--- src/hw/rtl/mm4_pkg.sv ---
package mm4_pkg;

   localparam int unsigned DIM  = 4;
   localparam int unsigned SIZE = 16;

   // Item kinds on the request channel
   localparam logic [1:0] KIND_LOAD_LEFT   = 2'd0;
   localparam logic [1:0] KIND_LOAD_RIGHT  = 2'd1;
   localparam logic [1:0] KIND_MUL         = 2'd2;
   localparam logic [1:0] KIND_MUL_INPLACE = 2'd3;

   localparam logic [3:0]  LAST_INDEX = 4'd15;
   localparam logic [31:0] SAT_MAX    = 32'h7FFF_FFFF;
   localparam logic [31:0] SAT_MIN    = 32'h8000_0000;

   // Sequencer program steps
   localparam logic [2:0] STEP_IDLE  = 3'd0;
   localparam logic [2:0] STEP_MAC0  = 3'd1;
   localparam logic [2:0] STEP_MAC1  = 3'd2;
   localparam logic [2:0] STEP_MAC2  = 3'd3;
   localparam logic [2:0] STEP_MAC3  = 3'd4;
   localparam logic [2:0] STEP_DRAIN = 3'd5;
   localparam logic [2:0] STEP_FLIP  = 3'd6;

   // Next-step conditions
   localparam logic [2:0] COND_START  = 3'd0;
   localparam logic [2:0] COND_NEXT   = 3'd1;
   localparam logic [2:0] COND_ELEM   = 3'd2;
   localparam logic [2:0] COND_DRAIN  = 3'd3;
   localparam logic [2:0] COND_ALWAYS = 3'd4;

   typedef struct packed {
      logic [1:0]  kind;
      logic [3:0]  index;
      logic [31:0] value;
   } req_payload_type;

   typedef struct packed {
      logic [3:0]  index_res;
      logic [31:0] value_res;
      logic        last;
   } rsp_payload_type;

   typedef struct packed {
      logic       issue;
      logic [1:0] k;
      logic       elem_inc;
      logic       flip;
      logic [2:0] cond;
      logic [2:0] target;
   } uword_type;

   typedef struct packed {
      logic       issue;
      logic [1:0] k;
      logic [3:0] elem;
      logic       flip;
   } seq_ctl_type;

   typedef struct packed {
      logic busy;
      logic stall;
   } dp_stat_type;

   typedef struct packed {
      logic        we_left;
      logic        we_right;
      logic [3:0]  index;
      logic [31:0] value;
   } load_type;

   function automatic uword_type useq_rom(input logic [2:0] step);
      uword_type w;
      w = '0;
      unique case (step)
         STEP_IDLE: begin
            w.cond   = COND_START;
            w.target = STEP_MAC0;
         end
         STEP_MAC0: begin
            w.issue = 1'b1;
            w.k     = 2'd0;
            w.cond  = COND_NEXT;
         end
         STEP_MAC1: begin
            w.issue = 1'b1;
            w.k     = 2'd1;
            w.cond  = COND_NEXT;
         end
         STEP_MAC2: begin
            w.issue = 1'b1;
            w.k     = 2'd2;
            w.cond  = COND_NEXT;
         end
         STEP_MAC3: begin
            w.issue    = 1'b1;
            w.k        = 2'd3;
            w.elem_inc = 1'b1;
            w.cond     = COND_ELEM;
            w.target   = STEP_MAC0;
         end
         STEP_DRAIN: begin
            w.cond = COND_DRAIN;
         end
         STEP_FLIP: begin
            w.flip   = 1'b1;
            w.cond   = COND_ALWAYS;
            w.target = STEP_IDLE;
         end
         default: begin
            w.cond   = COND_ALWAYS;
            w.target = STEP_IDLE;
         end
      endcase
      return w;
   endfunction

endpackage

--- src/hw/rtl/mm4_useq.sv ---
module mm4_useq (
   input  logic                 clock,
   input  logic                 reset,
   input  logic                 start,
   input  logic                 inplace,
   input  mm4_pkg::dp_stat_type stat,
   output mm4_pkg::seq_ctl_type ctl,
   output logic                 idle
);
   import mm4_pkg::*;

   logic [2:0] step_ff, step_in;
   logic [3:0] elem_ff, elem_in;
   logic       inplace_ff, inplace_in;
   uword_type  uw;
   logic       adv;

   assign uw  = useq_rom(step_ff);
   assign adv = !stat.stall;

   always_comb begin
      step_in    = step_ff;
      elem_in    = elem_ff;
      inplace_in = inplace_ff;
      unique case (uw.cond)
         COND_START: begin
            if (start) begin
               step_in    = uw.target;
               elem_in    = '0;
               inplace_in = inplace;
            end
         end
         COND_NEXT: begin
            if (adv) step_in = step_ff + 3'd1;
         end
         COND_ELEM: begin
            if (adv) step_in = (elem_ff != LAST_INDEX) ? uw.target : step_ff + 3'd1;
         end
         COND_DRAIN: begin
            // hold until the last product is written back
            if (adv && !stat.busy) step_in = step_ff + 3'd1;
         end
         COND_ALWAYS: begin
            if (adv) step_in = uw.target;
         end
         default: step_in = STEP_IDLE;
      endcase
      if (adv && uw.elem_inc) elem_in = elem_ff + 4'd1;
   end

   always_ff @(posedge clock) begin
      if (reset) begin
         step_ff    <= STEP_IDLE;
         elem_ff    <= '0;
         inplace_ff <= 1'b0;
      end else begin
         step_ff    <= step_in;
         elem_ff    <= elem_in;
         inplace_ff <= inplace_in;
      end
   end

   assign ctl.issue = uw.issue && adv;
   assign ctl.k     = uw.k;
   assign ctl.elem  = elem_ff;
   assign ctl.flip  = uw.flip && inplace_ff && adv;
   assign idle      = (step_ff == STEP_IDLE);

endmodule

--- config.mk ---
export PLATFORM = sky130hd
export DESIGN_NAME = mm4_useq
export DESIGN_NICKNAME = d
export VERILOG_FILES = /design/src/hw/rtl/mm4_pkg.sv /design/src/hw/rtl/mm4_useq.sv
export SDC_FILE = /design/constraint.sdc
export NUM_CORES = 1
export LEC_CHECK = 0
export BUFFER_PORTS_ARGS = -buffer_cell sky130_fd_sc_hd__buf_4
export CORE_UTILIZATION = 45
export DETAILED_ROUTE_END_ITERATION = 10
export PLACE_DENSITY = 0.69
export SYNTH_ARGS = -nofsm -noshare
export SYNTH_HDL_FRONTEND = slang
export SYNTH_SLANG_ARGS = --single-unit
--- constraint.sdc ---
create_clock -name clock -period 2.3 [get_ports clock]
set_input_delay 0.46 -clock clock [delete_from_list [all_inputs] [get_ports clock]]
set_output_delay 0.46 -clock clock [all_outputs]
set_load 0.005 [all_outputs]
==> results.toml, run 1 <==
[global_route]
grt_antenna_before_repair = 0
grt_max_degree = 12
grt_usage = 0.1920
grt_pass1_vias = 460
grt_remaining_overflow = 0
grt_pass1_wl_um = 1945

[clock_network]
cts.sinks = 8
clkLatencyLatePin_ps = 260
cts_max_level = 1
path_clk_slew_ps = 50
clockBufferDepth = 2
numCtsBuffers = 3
tritoncts = "yes"
cts_hold_buf = 0
cts-root-buf = "clkbuf_4"

[floorplan]
start_util = 0.4875
core_area_mm2 = 0.001301
floorplan.die.height_um = 39.55
die-area_mm2 = 0.001564
ios = 15
die_w_um = 39.55
rows = 13

[place]
gp_congestion = 0.8257
dp_hpwl_um = 975.7
io_buffer_count = 14
placed_cells = 103

[final_layout]
final_cell_count_no_fill = 106
utilization = 0.5846
layout_common_cells = "buf_4 (15), dfxtp_1 (8), nor2_1 (7), a21oi_1 (6)"
seq_area_um2 = 160.2
layout_commonest_cell = "buf_4"
nFillCells = 127
nNetsFinal = 105
area_growth_pct = 19.92
drive_gt1_frac = 0.2747
multi_input_area_um2 = 427.9
insertedDiodeCount = 0

[worst_setup_path]
worstPathArrival_ps = 2230
slowest_stage = "or4_4"
reg2reg_from = "step_ff[1]"
crit_start = "step_ff[1]"
cp-start-kind = "flip-flop"
path_cells = "inv_1 > ha_1 > o21a_1 > or4_4 > a21oi_2 > nor4_1 > o21bai_1"
worstSetupPathType = "reg -> reg"
reg2reg_slack_ps = 220
r2r_end = "step_ff[0]"
critPathCaptureType = "flip-flop"
cp.depth = 7
critical_path.n_buffers_inverters = 1
critPathMaxStageDelay_ps = 510
r2r_cells = 7
critPathRequiredTime_ps = 2450
cp_max_fo = 6
crit_family = "compound AO/OA/AOI/OAI gates"

[sta]
slew_headroom = 0.7225
grt_setup_unrepaired = "false"
finalSetupViolCount = 0
period_share = 0.9034
fin_crit_ps = 2078
finalSetupTns_ps = 0
clock_skew_ps = 1.983
drv_slew = 0
fmax_mhz = 481.3
worst_pin_slew_ps = 413.8
whs_ps = 428.0
final_hold_viol_count = 0

[flow_run]
drv_cap = 0

[synth]
synth_top_family_by_area = "simple AND/OR/NAND/NOR gates"
yosysSeqAreaShare = 0.2525
muxShareOfSynthArea = 0.03156
synth-async-reset-ratio = 0
syn_inst = 77
synth_edf_count = 0
synth_fa_ha_area_frac = 0.1183
yosys.area_share.simple = 0.2781
ys_ff_latch = 8
syn_avg_cell_area_um2 = 8.238
netlist_area_um2 = 634.4
yosysWarnings = 0
syn-num-nets = 89
synthFlopType = "dfxtp_1"
ys_types = 37
synth_compound_area_frac = 0.2426
yosys.area_share.xor_xnor = 0

[route]
ant_nets = 0
drt_iter0_drc = 32
vias_per_cell = 5.868
dr.pass1.iters = 4
drt-total-wl_um = 1330
vias = 622
post-route-drc-count = 0
wl_per_cell_um = 12.55

[power_and_ir_drop]
ir_drop_mv = 0.3751
p_per_area_mw_per_mm2 = 764.6
p_leak_uw = 0.0003259

[worst_hold_path]
hold_start = "inplace"
min_path_type = "in -> reg"
hold_depth = 3
whs_endpoint = "inplace_ff"

[run_status]
status = "finished, final reports clean"
[worst reg2reg max path: stages, from the launching register on]
cell      delay (ps)
dfxtp_1          420
inv_1             90
ha_1             260
o21a_1           210
or4_4            510
a21oi_2          250
nor4_1            80
o21bai_1         150
[flip-flops by register name (all words and copies together) (netlist names)]
signal	cells
elem_ff	4
step_ff	3
inplace_ff	1
[metal layers]
layer,GRT usage,share of wire,vias up
li1,-,-,314
met1,0.2560,0.50,279
met2,0.2746,0.41,24
met3,0.05114,0.069,5
met4,0.1034,0.021,0
met5,0,0,-
[synth_stat cells, types with 2 or more instances]
cell | instances | area, um^2
buf_6 | 2 | 22.52
o21ai_0 | 5 | 25.02
dfxtp_1 | 8 | 160.2
a21oi_1 | 6 | 30.03
nor2_1 | 7 | 26.28
or4_1 | 2 | 15.01
nand2_1 | 3 | 11.26
clkbuf_1 | 2 | 7.510
a311oi_1 | 2 | 17.52
inv_1 | 5 | 18.77
ha_1 | 6 | 75.07
nor3_1 | 3 | 15.01
mux2i_1 | 2 | 20.02
[how the worst max path moves through the flow]
stage                     slack (ps)          to
after global routing              40  step_ff[2]
after CTS                        160  step_ff[0]
after global placement           240  step_ff[0]
after detailed placement         170  step_ff[0]
after floorplan                  300  step_ff[0]
final                            220  step_ff[0]
[layout make-up]
type / count / share of cell area
tap: 15 / 0.02467
sequential: 8 / 0.2105
multi-input combinational: 60 / 0.5625
timing repair buffer: 15 / 0.1480
inverter: 5 / 0.02467
clock buffer: 3 / 0.02961
[logic make-up (layout without fill, tap and decap cells)]
| family | Yosys count | in the layout |
|---|---|---|
| multiplexers | 2 | 2 |
| adder cells (fa/ha/maj) | 6 | 6 |
| buffers and inverters | 9 | 23 |
| AO/OA/AOI/OAI | 23 | 23 |
| AND/OR/NAND/NOR | 29 | 29 |
| flip-flops | 8 | 8 |
[through the flow]
stage | power, uW | worst slack [ps] | cell area [um^2]
2_1_floorplan | 407.9 | 299.6 | 634.4
3_3_place_gp | 462.4 | 238.6 | 735.7
3_5_place_dp | 464.0 | 172.3 | 735.7
4_1_cts | 577.3 | 160.3 | 758.2
5_1_grt | 619.6 | 41.56 | 760.7
6_report | 581.6 | 222.3 | 760.7
[what timing repair did]
action	4_1_cts	5_1_grt
setup buffers	0	0
endpoints found under the setup margin	0	1
resized for setup	0	1
[report_power, final]
group | internal [uW] | switching [uW]
clock | 60.0 | 52.4
combinational | 139 | 162
sequential | 153 | 15.2
Power figures use the tool's default switching activity.
==> run 2, diff against run 1 <==
--- a/config.mk
+++ b/config.mk
@@ -6,9 +6,11 @@
 export NUM_CORES = 1
 export LEC_CHECK = 0
 export BUFFER_PORTS_ARGS = -buffer_cell sky130_fd_sc_hd__buf_4
+export CAP_MARGIN = 20
 export CORE_UTILIZATION = 45
 export DETAILED_ROUTE_END_ITERATION = 10
 export PLACE_DENSITY = 0.69
+export REMOVE_ABC_BUFFERS = 1
 export SYNTH_ARGS = -nofsm -noshare
 export SYNTH_HDL_FRONTEND = slang
 export SYNTH_SLANG_ARGS = --single-unit
==> results.toml, run 2 (synthesized netlist as in run 1, its figures left out) <==
[run_status]
status = "finished, final reports clean"

[route]
post-route-drc-count = 0
vias_per_cell = 5.726
ant_nets = 0
dr.pass1.iters = 5
drt-total-wl_um = 1361
drt_iter0_drc = 10
vias = 607
wl_per_cell_um = 12.84

[worst_setup_path]
critPathCaptureType = "flip-flop"
critical_path.n_buffers_inverters = 1
path_cells = "inv_1 > ha_1 > o21a_1 > or4_4 > a21oi_2 > nor4_1 > o21bai_1"
cp-start-kind = "flip-flop"
reg2reg_from = "step_ff[0]"
crit_family = "compound AO/OA/AOI/OAI gates"
worstPathArrival_ps = 2290
worstSetupPathType = "reg -> reg"
reg2reg_slack_ps = 150
r2r_end = "step_ff[0]"
critPathMaxStageDelay_ps = 510
cp_max_fo = 9
r2r_cells = 7
crit_start = "step_ff[0]"
critPathRequiredTime_ps = 2430
slowest_stage = "or4_4"

[sta]
fmax_mhz = 464.5
finalSetupViolCount = 0
clock_skew_ps = 10.86
period_share = 0.9360
fin_crit_ps = 2153
worst_pin_slew_ps = 470.1
drv_slew = 0
finalSetupTns_ps = 0
final_hold_viol_count = 0
grt_setup_unrepaired = "false"
whs_ps = 437.1
slew_headroom = 0.6847

[clock_network]
cts-root-buf = "clkbuf_4"
numCtsBuffers = 3
cts_max_level = 1
clockBufferDepth = 2
cts_hold_buf = 0
clkLatencyLatePin_ps = 260
path_clk_slew_ps = 60
ctsResizeCount = 0
postCtsSetupRepairBufs = 0
tritoncts = "yes"
cts.sinks = 8

[worst_hold_path]
hold_start = "reset"
whs_endpoint = "elem_ff[3]"
hold_depth = 2
min_path_type = "in -> reg"

[final_layout]
top_register = "elem_ff"
nNetsFinal = 105
drive_gt1_frac = 0.2637
layout_commonest_cell = "buf_4"
insertedDiodeCount = 0
multi_input_area_um2 = 425.4
reg_top3 = "elem_ff x4, step_ff x3, inplace_ff x1"
largest_reg_flops = 4
layout_common_cells = "buf_4 (15), dfxtp_1 (8), nor2_1 (7), a21oi_1 (6), ha_1 (6)"
nFillCells = 117
seq_area_um2 = 160.2
final_area_um2 = 758.2
area_growth_pct = 19.53

[global_route]
grt_usage = 0.1939
grt_remaining_overflow = 0
grt_pass1_vias = 466
grt_antenna_before_repair = 0
grt_max_degree = 12
grt_pass1_wl_um = 2014

[place]
postPlaceCellArea_um2 = 735.7
dp_hpwl_um = 1047
gp_congestion = 0.8189
io_buffer_count = 14

[floorplan]
core_area_mm2 = 0.001301
die_w_um = 39.55
floorplan.die.height_um = 39.55
die-area_mm2 = 0.001564
start_util = 0.4875
ios = 15
rows = 13

[power_and_ir_drop]
ir_drop_mv = 0.4429
p_leak_uw = 0.0003270
p_per_area_mw_per_mm2 = 762.0

[flow_run]
drv_cap = 0
[run 2: cell counts in the layout (fill, tap and decap cells not counted)]
Identical to the previous run, type by type.
[run 2: where the power goes]
part	internal, uW	total (uW)	switching, uW
clock network	59.8	108	48.4
logic	135	301	166
registers	153	168	15.2
total	348	578	230
[run 2: area by class of cell]
| type | count | area share |
|---|---|---|
| multi-input cells | 60 | 0.5611 |
| flip-flops and latches | 8 | 0.2112 |
| repair buffers | 15 | 0.1485 |
| clock buffers | 3 | 0.02970 |
| inverters | 5 | 0.02475 |
| well taps | 15 | 0.02475 |
[run 2: stage by stage]
| stage | utilization | cells | worst slack (ps) | total power, uW |
|---|---|---|---|---|
| global placement | 0.5654 | 103 | 238.3 | 465.2 |
| CTS | 0.5827 | 106 | 155.8 | 581.3 |
| floorplan | - | 73 | 321.6 | 387.5 |
| finish | 0.5827 | 106 | 147.1 | 577.8 |
| detailed placement | 0.5654 | 103 | 169.6 | 470.4 |
| global route | 0.5827 | 106 | 25.05 | 620.3 |
[run 2: layer usage]
layer | wire [um] | GRT usage
met4 | 0 | 0.02586
met2 | 600 | 0.2705
met1 | 693 | 0.2746
met5 | 0 | 0
met3 | 68 | 0.08523
[run 2: how the worst max path moves through the flow]
stage | endpoint | slack (ps) | cells after the start
2_1_floorplan | step_ff[0] | 320 | 7
3_3_place_gp | step_ff[0] | 240 | 7
3_5_place_dp | step_ff[0] | 170 | 7
4_1_cts | step_ff[0] | 160 | 7
5_1_grt | step_ff[0] | 30 | 7
6_report | step_ff[0] | 150 | 7
