<file path="src/hw/rtl/mm4_pkg.sv">
package mm4_pkg;

   localparam int unsigned DIM  = 4;
   localparam int unsigned SIZE = 16;

   // Item kinds on the request channel
   localparam logic [1:0] KIND_LOAD_LEFT   = 2'd0;
   localparam logic [1:0] KIND_LOAD_RIGHT  = 2'd1;
   localparam logic [1:0] KIND_MUL         = 2'd2;
   localparam logic [1:0] KIND_MUL_INPLACE = 2'd3;

   localparam logic [3:0]  LAST_INDEX = 4'd15;
   localparam logic [31:0] SAT_MAX    = 32'h7FFF_FFFF;
   localparam logic [31:0] SAT_MIN    = 32'h8000_0000;

   // Sequencer program steps
   localparam logic [2:0] STEP_IDLE  = 3'd0;
   localparam logic [2:0] STEP_MAC0  = 3'd1;
   localparam logic [2:0] STEP_MAC1  = 3'd2;
   localparam logic [2:0] STEP_MAC2  = 3'd3;
   localparam logic [2:0] STEP_MAC3  = 3'd4;
   localparam logic [2:0] STEP_DRAIN = 3'd5;
   localparam logic [2:0] STEP_FLIP  = 3'd6;

   // Next-step conditions
   localparam logic [2:0] COND_START  = 3'd0;
   localparam logic [2:0] COND_NEXT   = 3'd1;
   localparam logic [2:0] COND_ELEM   = 3'd2;
   localparam logic [2:0] COND_DRAIN  = 3'd3;
   localparam logic [2:0] COND_ALWAYS = 3'd4;

   typedef struct packed {
      logic [1:0]  kind;
      logic [3:0]  index;
      logic [31:0] value;
   } req_payload_type;

   typedef struct packed {
      logic [3:0]  index_res;
      logic [31:0] value_res;
      logic        last;
   } rsp_payload_type;

   typedef struct packed {
      logic       issue;
      logic [1:0] k;
      logic       elem_inc;
      logic       flip;
      logic [2:0] cond;
      logic [2:0] target;
   } uword_type;

   typedef struct packed {
      logic       issue;
      logic [1:0] k;
      logic [3:0] elem;
      logic       flip;
   } seq_ctl_type;

   typedef struct packed {
      logic busy;
      logic stall;
   } dp_stat_type;

   typedef struct packed {
      logic        we_left;
      logic        we_right;
      logic [3:0]  index;
      logic [31:0] value;
   } load_type;

   function automatic uword_type useq_rom(input logic [2:0] step);
      uword_type w;
      w = '0;
      unique case (step)
         STEP_IDLE: begin
            w.cond   = COND_START;
            w.target = STEP_MAC0;
         end
         STEP_MAC0: begin
            w.issue = 1'b1;
            w.k     = 2'd0;
            w.cond  = COND_NEXT;
         end
         STEP_MAC1: begin
            w.issue = 1'b1;
            w.k     = 2'd1;
            w.cond  = COND_NEXT;
         end
         STEP_MAC2: begin
            w.issue = 1'b1;
            w.k     = 2'd2;
            w.cond  = COND_NEXT;
         end
         STEP_MAC3: begin
            w.issue    = 1'b1;
            w.k        = 2'd3;
            w.elem_inc = 1'b1;
            w.cond     = COND_ELEM;
            w.target   = STEP_MAC0;
         end
         STEP_DRAIN: begin
            w.cond = COND_DRAIN;
         end
         STEP_FLIP: begin
            w.flip   = 1'b1;
            w.cond   = COND_ALWAYS;
            w.target = STEP_IDLE;
         end
         default: begin
            w.cond   = COND_ALWAYS;
            w.target = STEP_IDLE;
         end
      endcase
      return w;
   endfunction

endpackage

</file>
<file path="src/hw/rtl/mm4_rsp_if.sv">
interface mm4_rsp_if;
   import mm4_pkg::*;

   logic            valid;
   logic            ready;
   rsp_payload_type payload;

   modport source (output valid, output payload, input ready);
   modport sink   (input valid, input payload, output ready);
endinterface

</file>
<file path="src/hw/rtl/mm4_dp.sv">
module mm4_dp (
   input  logic                 clock,
   input  logic                 reset,
   input  mm4_pkg::seq_ctl_type ctl,
   input  mm4_pkg::load_type    load,
   mm4_rsp_if.source            rsp,
   output mm4_pkg::dp_stat_type stat
);
   import mm4_pkg::*;

   // Left matrix is double-banked: products land in the idle bank and an
   // in-place multiply just swaps banks at the end.
   logic [31:0]        lmem [0:31];
   logic [31:0]        rmem [0:15];
   logic [31:0]        lvld_ff;
   logic [15:0]        rvld_ff;
   logic               bank_ff;

   logic               stall;
   logic               adv;
   logic [4:0]         laddr;
   logic [3:0]         raddr;

   logic               v1_ff, v2_ff, v3_ff;
   logic               first1_ff, first2_ff;
   logic               last1_ff, last2_ff, last3_ff;
   logic [3:0]         elem1_ff, elem2_ff, elem3_ff;
   logic signed [31:0] lrd_ff, rrd_ff;
   logic signed [63:0] prod_ff;
   logic signed [65:0] acc_ff, acc_in;
   logic signed [65:0] prod_ext;
   logic [31:0]        sat;
   logic               wb_en;

   logic               rsp_valid_ff;
   rsp_payload_type    rsp_payload_ff;

   assign stall = rsp_valid_ff && !rsp.ready;
   assign adv   = !stall;
   assign laddr = {bank_ff, ctl.elem[3:2], ctl.k};
   assign raddr = {ctl.k, ctl.elem[1:0]};

   // read stage
   always_ff @(posedge clock) begin
      if (adv) begin
         lrd_ff <= lvld_ff[laddr] ? lmem[laddr] : '0;
         rrd_ff <= rvld_ff[raddr] ? rmem[raddr] : '0;
      end
   end

   // multiply and accumulate stages
   assign prod_ext = 66'(prod_ff);
   assign acc_in   = first2_ff ? prod_ext : acc_ff + prod_ext;

   always_ff @(posedge clock) begin
      if (adv) begin
         first1_ff <= (ctl.k == 2'd0);
         last1_ff  <= (ctl.k == 2'd3);
         elem1_ff  <= ctl.elem;
         prod_ff   <= lrd_ff * rrd_ff;
         first2_ff <= first1_ff;
         last2_ff  <= last1_ff;
         elem2_ff  <= elem1_ff;
         acc_ff    <= acc_in;
         last3_ff  <= last2_ff;
         elem3_ff  <= elem2_ff;
      end
   end

   always_ff @(posedge clock) begin
      if (reset) begin
         v1_ff <= 1'b0;
         v2_ff <= 1'b0;
         v3_ff <= 1'b0;
      end else if (adv) begin
         v1_ff <= ctl.issue;
         v2_ff <= v1_ff;
         v3_ff <= v2_ff;
      end
   end

   // drop the low 16 bits, then saturate to 32 bits
   always_comb begin
      if (acc_ff[65:47] == {19{acc_ff[47]}}) sat = acc_ff[47:16];
      else if (acc_ff[65])                   sat = SAT_MIN;
      else                                   sat = SAT_MAX;
   end

   assign wb_en = v3_ff && last3_ff && adv;

   always_ff @(posedge clock) begin
      if (reset) begin
         rsp_valid_ff <= 1'b0;
      end else if (adv) begin
         rsp_valid_ff <= v3_ff && last3_ff;
      end
   end

   always_ff @(posedge clock) begin
      if (wb_en) begin
         rsp_payload_ff.index_res <= elem3_ff;
         rsp_payload_ff.value_res <= sat;
         rsp_payload_ff.last      <= (elem3_ff == LAST_INDEX);
      end
   end

   assign rsp.valid   = rsp_valid_ff;
   assign rsp.payload = rsp_payload_ff;

   // memory writes: product writeback into the idle bank, or element loads
   always_ff @(posedge clock) begin
      if (wb_en) begin
         lmem[{~bank_ff, elem3_ff}] <= sat;
      end else if (load.we_left) begin
         lmem[{bank_ff, load.index}] <= load.value;
      end
      if (load.we_right) begin
         rmem[load.index] <= load.value;
      end
   end

   always_ff @(posedge clock) begin
      if (reset) begin
         lvld_ff <= '0;
         rvld_ff <= '0;
         bank_ff <= 1'b0;
      end else begin
         if (wb_en) begin
            lvld_ff[{~bank_ff, elem3_ff}] <= 1'b1;
         end else if (load.we_left) begin
            lvld_ff[{bank_ff, load.index}] <= 1'b1;
         end
         if (load.we_right) begin
            rvld_ff[load.index] <= 1'b1;
         end
         if (ctl.flip) begin
            bank_ff <= ~bank_ff;
         end
      end
   end

   assign stat.busy  = v1_ff || v2_ff || v3_ff;
   assign stat.stall = stall;

endmodule

</file>
<file path="src/flat_wrapper.sv">
// flat-port wrapper written by rule: the top's interface ports become plain ports
module mm4_dp_flat import mm4_pkg::*;
  (clock, reset, ctl, load, stat, rsp_valid, rsp_payload, rsp_ready);
  mm4_rsp_if rsp_i ();
  input  logic clock;
  input  logic reset;
  input  mm4_pkg::seq_ctl_type ctl;
  input  mm4_pkg::load_type load;
  output mm4_pkg::dp_stat_type stat;
  output wire logic [$bits(rsp_i.valid)-1:0] rsp_valid;
  output wire logic [$bits(rsp_i.payload)-1:0] rsp_payload;
  input wire logic [$bits(rsp_i.ready)-1:0] rsp_ready;
  assign rsp_valid = rsp_i.valid;
  assign rsp_payload = rsp_i.payload;
  assign rsp_i.ready = rsp_ready;
  mm4_dp u_core (.clock(clock), .reset(reset), .ctl(ctl), .load(load), .rsp(rsp_i), .stat(stat));
endmodule
</file>
<file path="config.mk">
export PLATFORM = sky130hd
export DESIGN_NAME = mm4_dp_flat
export DESIGN_NICKNAME = d
export VERILOG_FILES = /design/src/hw/rtl/mm4_pkg.sv /design/src/hw/rtl/mm4_rsp_if.sv /design/src/hw/rtl/mm4_dp.sv /design/src/flat_wrapper.sv
export SDC_FILE = /design/constraint.sdc
export NUM_CORES = 2
export LEC_CHECK = 0
export ABC_AREA = 1
export BUFFER_PORTS_ARGS = -buffer_cell sky130_fd_sc_hd__buf_2
export CORE_MARGIN = 2
export CORE_UTILIZATION = 40
export DETAILED_ROUTE_END_ITERATION = 8
export GPL_TIMING_DRIVEN = 0
export SLEW_MARGIN = 20
export SYNTH_ARGS = -nofsm -noshare
export SYNTH_HDL_FRONTEND = slang
export SYNTH_SLANG_ARGS = --single-unit
</file>
<file path="constraint.sdc">
create_clock -name clock -period 9 [get_ports clock]
set_input_delay 2.25 -clock clock [delete_from_list [all_inputs] [get_ports clock]]
set_output_delay 2.25 -clock clock [all_outputs]
set_load 0.02 [all_outputs]
</file>
==> impl_metrics.py <==
metrics = {
    "timing": {
        "setup_tns_ps": 0,
        "pnr_worst_setup_slack_ps": 66.8,
        "layout_min_cycle_time_ps": 8930,
        "timing.final.hold_violations": 0,
        "timing.final.crit_share": 0.993,
        "rsz_0062_raised_after_global_routing": "true",
        "tightest_slew_ps": 1310,
        "slew_headroom": 0.129,
        "slew_viol_final": 0,
        "finalSetupViolations": 0,
        "holdWs_ps": 374,
        "fin_skew_ps": 93.1,
        "achievable-frequency_mhz": 112,
    },
    "critical_path": {
        "critPathTopFamily": "adder cells",
        "cp_common_cell": "fa_1",
        "timing.critical_path.slowest_stage_cell": "clkdlybuf4s15_1",
        "worst-r2r-setup-slack_ps": 70,
        "cp.buffers_inverters": 7,
        "worstSetupStartpointType": "register",
        "timing.critical_path.arrival_ps": 9510,
        "reg2reg_from": "u_core.lrd_ff[19]$_SDFFCE_PN0N_",
        "cp_max_fo": 10,
        "crit_required_ps": 9570,
        "cpPeakStageDelay_ps": 940,
        "ff_to_ff_end": "u_core.prod_ff[63]$_DFFE_PN_",
        "worst-r2r-cell-count": 27,
        "crit_type": "reg2reg",
        "worstSetupEndpointType": "register",
    },
    "power": {
        "swShare": 0.360,
        "pwr_density_cell_mw_per_mm2": 212,
        "comb_power_share": 0.310,
        "p_int_mw": 17.3,
        "power_frac_clock": 0.292,
        "ir_worst_vdd_v": 0.000175,
        "finalPower_mw": 27.0,
        "leakagePower_nw": 53.6,
        "power.sequential.fraction": 0.397,
        "total_switching_power_mw": 9.71,
    },
    "clocking": {
        "cts_inserted_buffers": 191,
        "buffer_cell_driving_the_clock_tree_root": "clkbuf_16",
        "cts_hold_buffers": 0,
        "max-clock-path-buffers": 4,
        "tritoncts": "yes",
        "clock-sinks": 1837,
        "insertion_delay_to_the_later_sink_of_the_worst_skew_pair_ps": 900,
        "cts.reportedPaths.clkPinSlew_ps": 60,
        "h-tree-depth": 4,
    },
    "detailed_routing": {
        "drt-total-wl_um": 462000,
        "drtAntennaViolNets": 0,
        "drt_drc_violations_left": 0,
        "drt-pass1-iter-count": 8,
        "detail_route.wl_per_cell_um": 30.5,
        "drt_iter0_markers": 11743,
        "count_of_vias_placed_by_the_detailed_router": 85994,
        "route.detailed.vias_per_inst": 5.69,
    },
    "place": {
        "dp.final_hpwl_um": 347000,
        "port_buffers": 87,
        "post-place-ws_ps": -860,
        "gp_congestion": 1.01,
        "placed_cells_incl_taps": 14751,
    },
    "flow_run": {
        "maxCapViolations": 0,
    },
    "logic_synthesis": {
        "synth.lib_cells_used.distinct": 56,
        "synth_top_area_frac": 0.475,
        "syn-mean-instance-area_um2": 10.4,
        "synth_ff_type": "edfxtp_1",
        "ys_warn_count": 0,
        "synth_top_cells_by_area": "edfxtp_1 (48%), fa_1 (19%), nand2_1 (8.7%)",
        "synth_enable_flop_cells": 1784,
        "postSynthRegisterBits": 1837,
        "netlist_instances": 10846,
        "yosysSeqAreaShare": 0.485,
        "synth.net_count": 12227,
        "async_reset_ff_frac": 0,
        "mappedNetlistArea_mm2": 0.113,
        "synth.largest_area_cell": "edfxtp_1",
    },
    "min_path": {
        "hold_path_end": "u_core.elem2_ff[3]$_DFFE_PN_",
        "hold_path_depth": 0,
        "hold_path.class": "reg2reg",
        "startpoint_of_the_most_critical_hold_path": "u_core.elem1_ff[3]$_DFFE_PN_",
    },
    "global_route": {
        "number_of_antenna_violations_at_the_first_check_in_global_routing": 20,
        "global_route_total_overflow": 0,
        "groute.usage.overall": 0.319,
        "largest_net_degree_at_the_start_of_global_routing": 97,
        "number_of_global_route_vias_before_repair": 85364,
        "global_route_wire_length_before_repair_um": 641000,
    },
    "final_layout": {
        "net_count_reported_at_finish": 12625,
        "final_instance_count_excl_fillers": 15126,
        "drive_gt1_frac": 0.0715,
        "area_delta_synth_final_pct": 12.9,
    },
    "floorplan": {
        "rows": 194,
        "floorplan.die_area_mm2": 0.286,
        "initial_utilization": 0.403,
        "boundaryPins": 89,
        "die_y_um": 535,
        "fp.coreArea_mm2": 0.280,
        "die_x_um": 535,
    },
    "run_status": {
        "run_status": "complete, no violations",
    },
}
## stage by stage
stage / utilization / cell area [um^2]
floorplan: - / 113000
global placement: 0.421 / 118000
detailed placement: 0.431 / 121000
CTS: 0.453 / 127000
global route: 0.455 / 127000
finish: 0.455 / 127000
## cells in the mapped netlist, types with 7 or more instances
master and instances:
dfxtp_1 53, buf_1 33, fa_1 1083, o21ai_0 429, clkbuf_1 342, a22oi_1 179
o22ai_1 136, o21bai_1 25, or2_2 24, nor4_1 15, xnor2_1 23, o21a_1 11
o211ai_1 9, inv_1 1896, a41oi_1 66, nand4_1 143, nand2_1 2627, nor3_1 26
a221oi_1 10, nand3_1 348, nor2_1 745, buf_2 118, a22o_1 13, buf_4 9
xor2_1 49, a21boi_0 7, o311ai_0 7, ha_1 249, inv_2 10, a21o_1 10
edfxtp_1 1784, o31ai_1 10, nand3b_1 20, a21oi_1 253, a31oi_1 50
## worst max path at each step
stage                                          startpoint                            to  cells past startpoint
after floorplan           u_core.lrd_ff[31]$_SDFFCE_PN0N_  u_core.prod_ff[63]$_DFFE_PN_                     29
after global placement    u_core.lrd_ff[31]$_SDFFCE_PN0N_  u_core.prod_ff[62]$_DFFE_PN_                     26
after detailed placement   u_core.rrd_ff[7]$_SDFFCE_PN0N_  u_core.prod_ff[62]$_DFFE_PN_                     28
after CTS                 u_core.lrd_ff[10]$_SDFFCE_PN0N_  u_core.prod_ff[63]$_DFFE_PN_                     27
after global routing      u_core.lrd_ff[21]$_SDFFCE_PN0N_  u_core.prod_ff[63]$_DFFE_PN_                     27
final                     u_core.lrd_ff[19]$_SDFFCE_PN0N_  u_core.prod_ff[63]$_DFFE_PN_                     27
## flip-flops by register name (all words and copies together), names as in the netlist, 16 cells and up
signal              cells
u_core.lrd_ff          32
u_core.rvld_ff         16
u_core.acc_ff          66
u_core.prod_ff         64
u_core.rrd_ff          32
u_core.lmem          1024
u_core.lvld_ff         32
u_core.rsp.payload     37
u_core.rmem           512
## power groups by stage
stage	Combinational (mW)	Clock [mW]	Sequential (mW)
2_1_floorplan	4.56	0	10.7
3_5_place_dp	8.15	0	10.9
3_3_place_gp	7.78	0	11.0
5_1_grt	8.93	8.23	10.7
6_report	8.38	7.90	10.7
4_1_cts	8.21	7.91	10.7
## kinds of logic (layout without fill, tap and decap cells)
kind of cell / Yosys count / in the layout / share of synthesized area
AND/OR/NAND/NOR: 3961 / 3961 / 0.141
other: 0 / 11 / 0
flip-flops: 1837 / 1837 / 0.485
AO/OA/AOI/OAI: 1234 / 1234 / 0.0664
XOR/XNOR: 72 / 72 / 0.00559
adder cells (fa/ha/maj): 1332 / 1332 / 0.220
buffers and inverters: 2410 / 2955 / 0.0819
## metal layers
layer / up-vias / wire length (um) / track usage
met1: 43665 / 178000 / 0.425
met3: 1054 / 48300 / 0.0644
met4: 10 / 29200 / 0.170
li1: 35870 / - / -
met2: 5395 / 206000 / 0.492
met5: - / 69 / 0
## repair_timing
action / CTS / global route
gates cloned: 0 / 0
setup endpoints to repair: 16 / 9
pin swaps: 0 / 1
buffers inserted: 4 / 18
gates resized for setup: 9 / 129
## layout make-up
cell class,count,area (um^2)
inverters,1907,7240
clock inverters,102,942
plain buffers,502,2220
well taps,3724,4660
diodes,11,27.5
multi-input cells,6599,49500
clock buffers,238,5150
fillers,26160,153000
repair buffers,206,2880
flip-flops and latches,1837,54600
## layout by cell type (no fill, tap or decap), types with 53 or more instances in the layout
cell type / netlist / routed
a21oi_1: 253 / 252
a22oi_1: 179 / 179
a41oi_1: 66 / 66
buf_2: 118 / 210
clkbuf_1: 342 / 284
clkbuf_16: 0 / 196
clkbuf_2: 0 / 82
dfxtp_1: 53 / 53
edfxtp_1: 1784 / 1784
fa_1: 1083 / 1080
ha_1: 249 / 249
inv_1: 1896 / 1866
nand2_1: 2627 / 2627
nand3_1: 348 / 348
nand4_1: 143 / 143
nor2_1: 745 / 730
o21ai_0: 429 / 429
o22ai_1: 136 / 136
No activity file was read; power rests on OpenSTA's default activity.
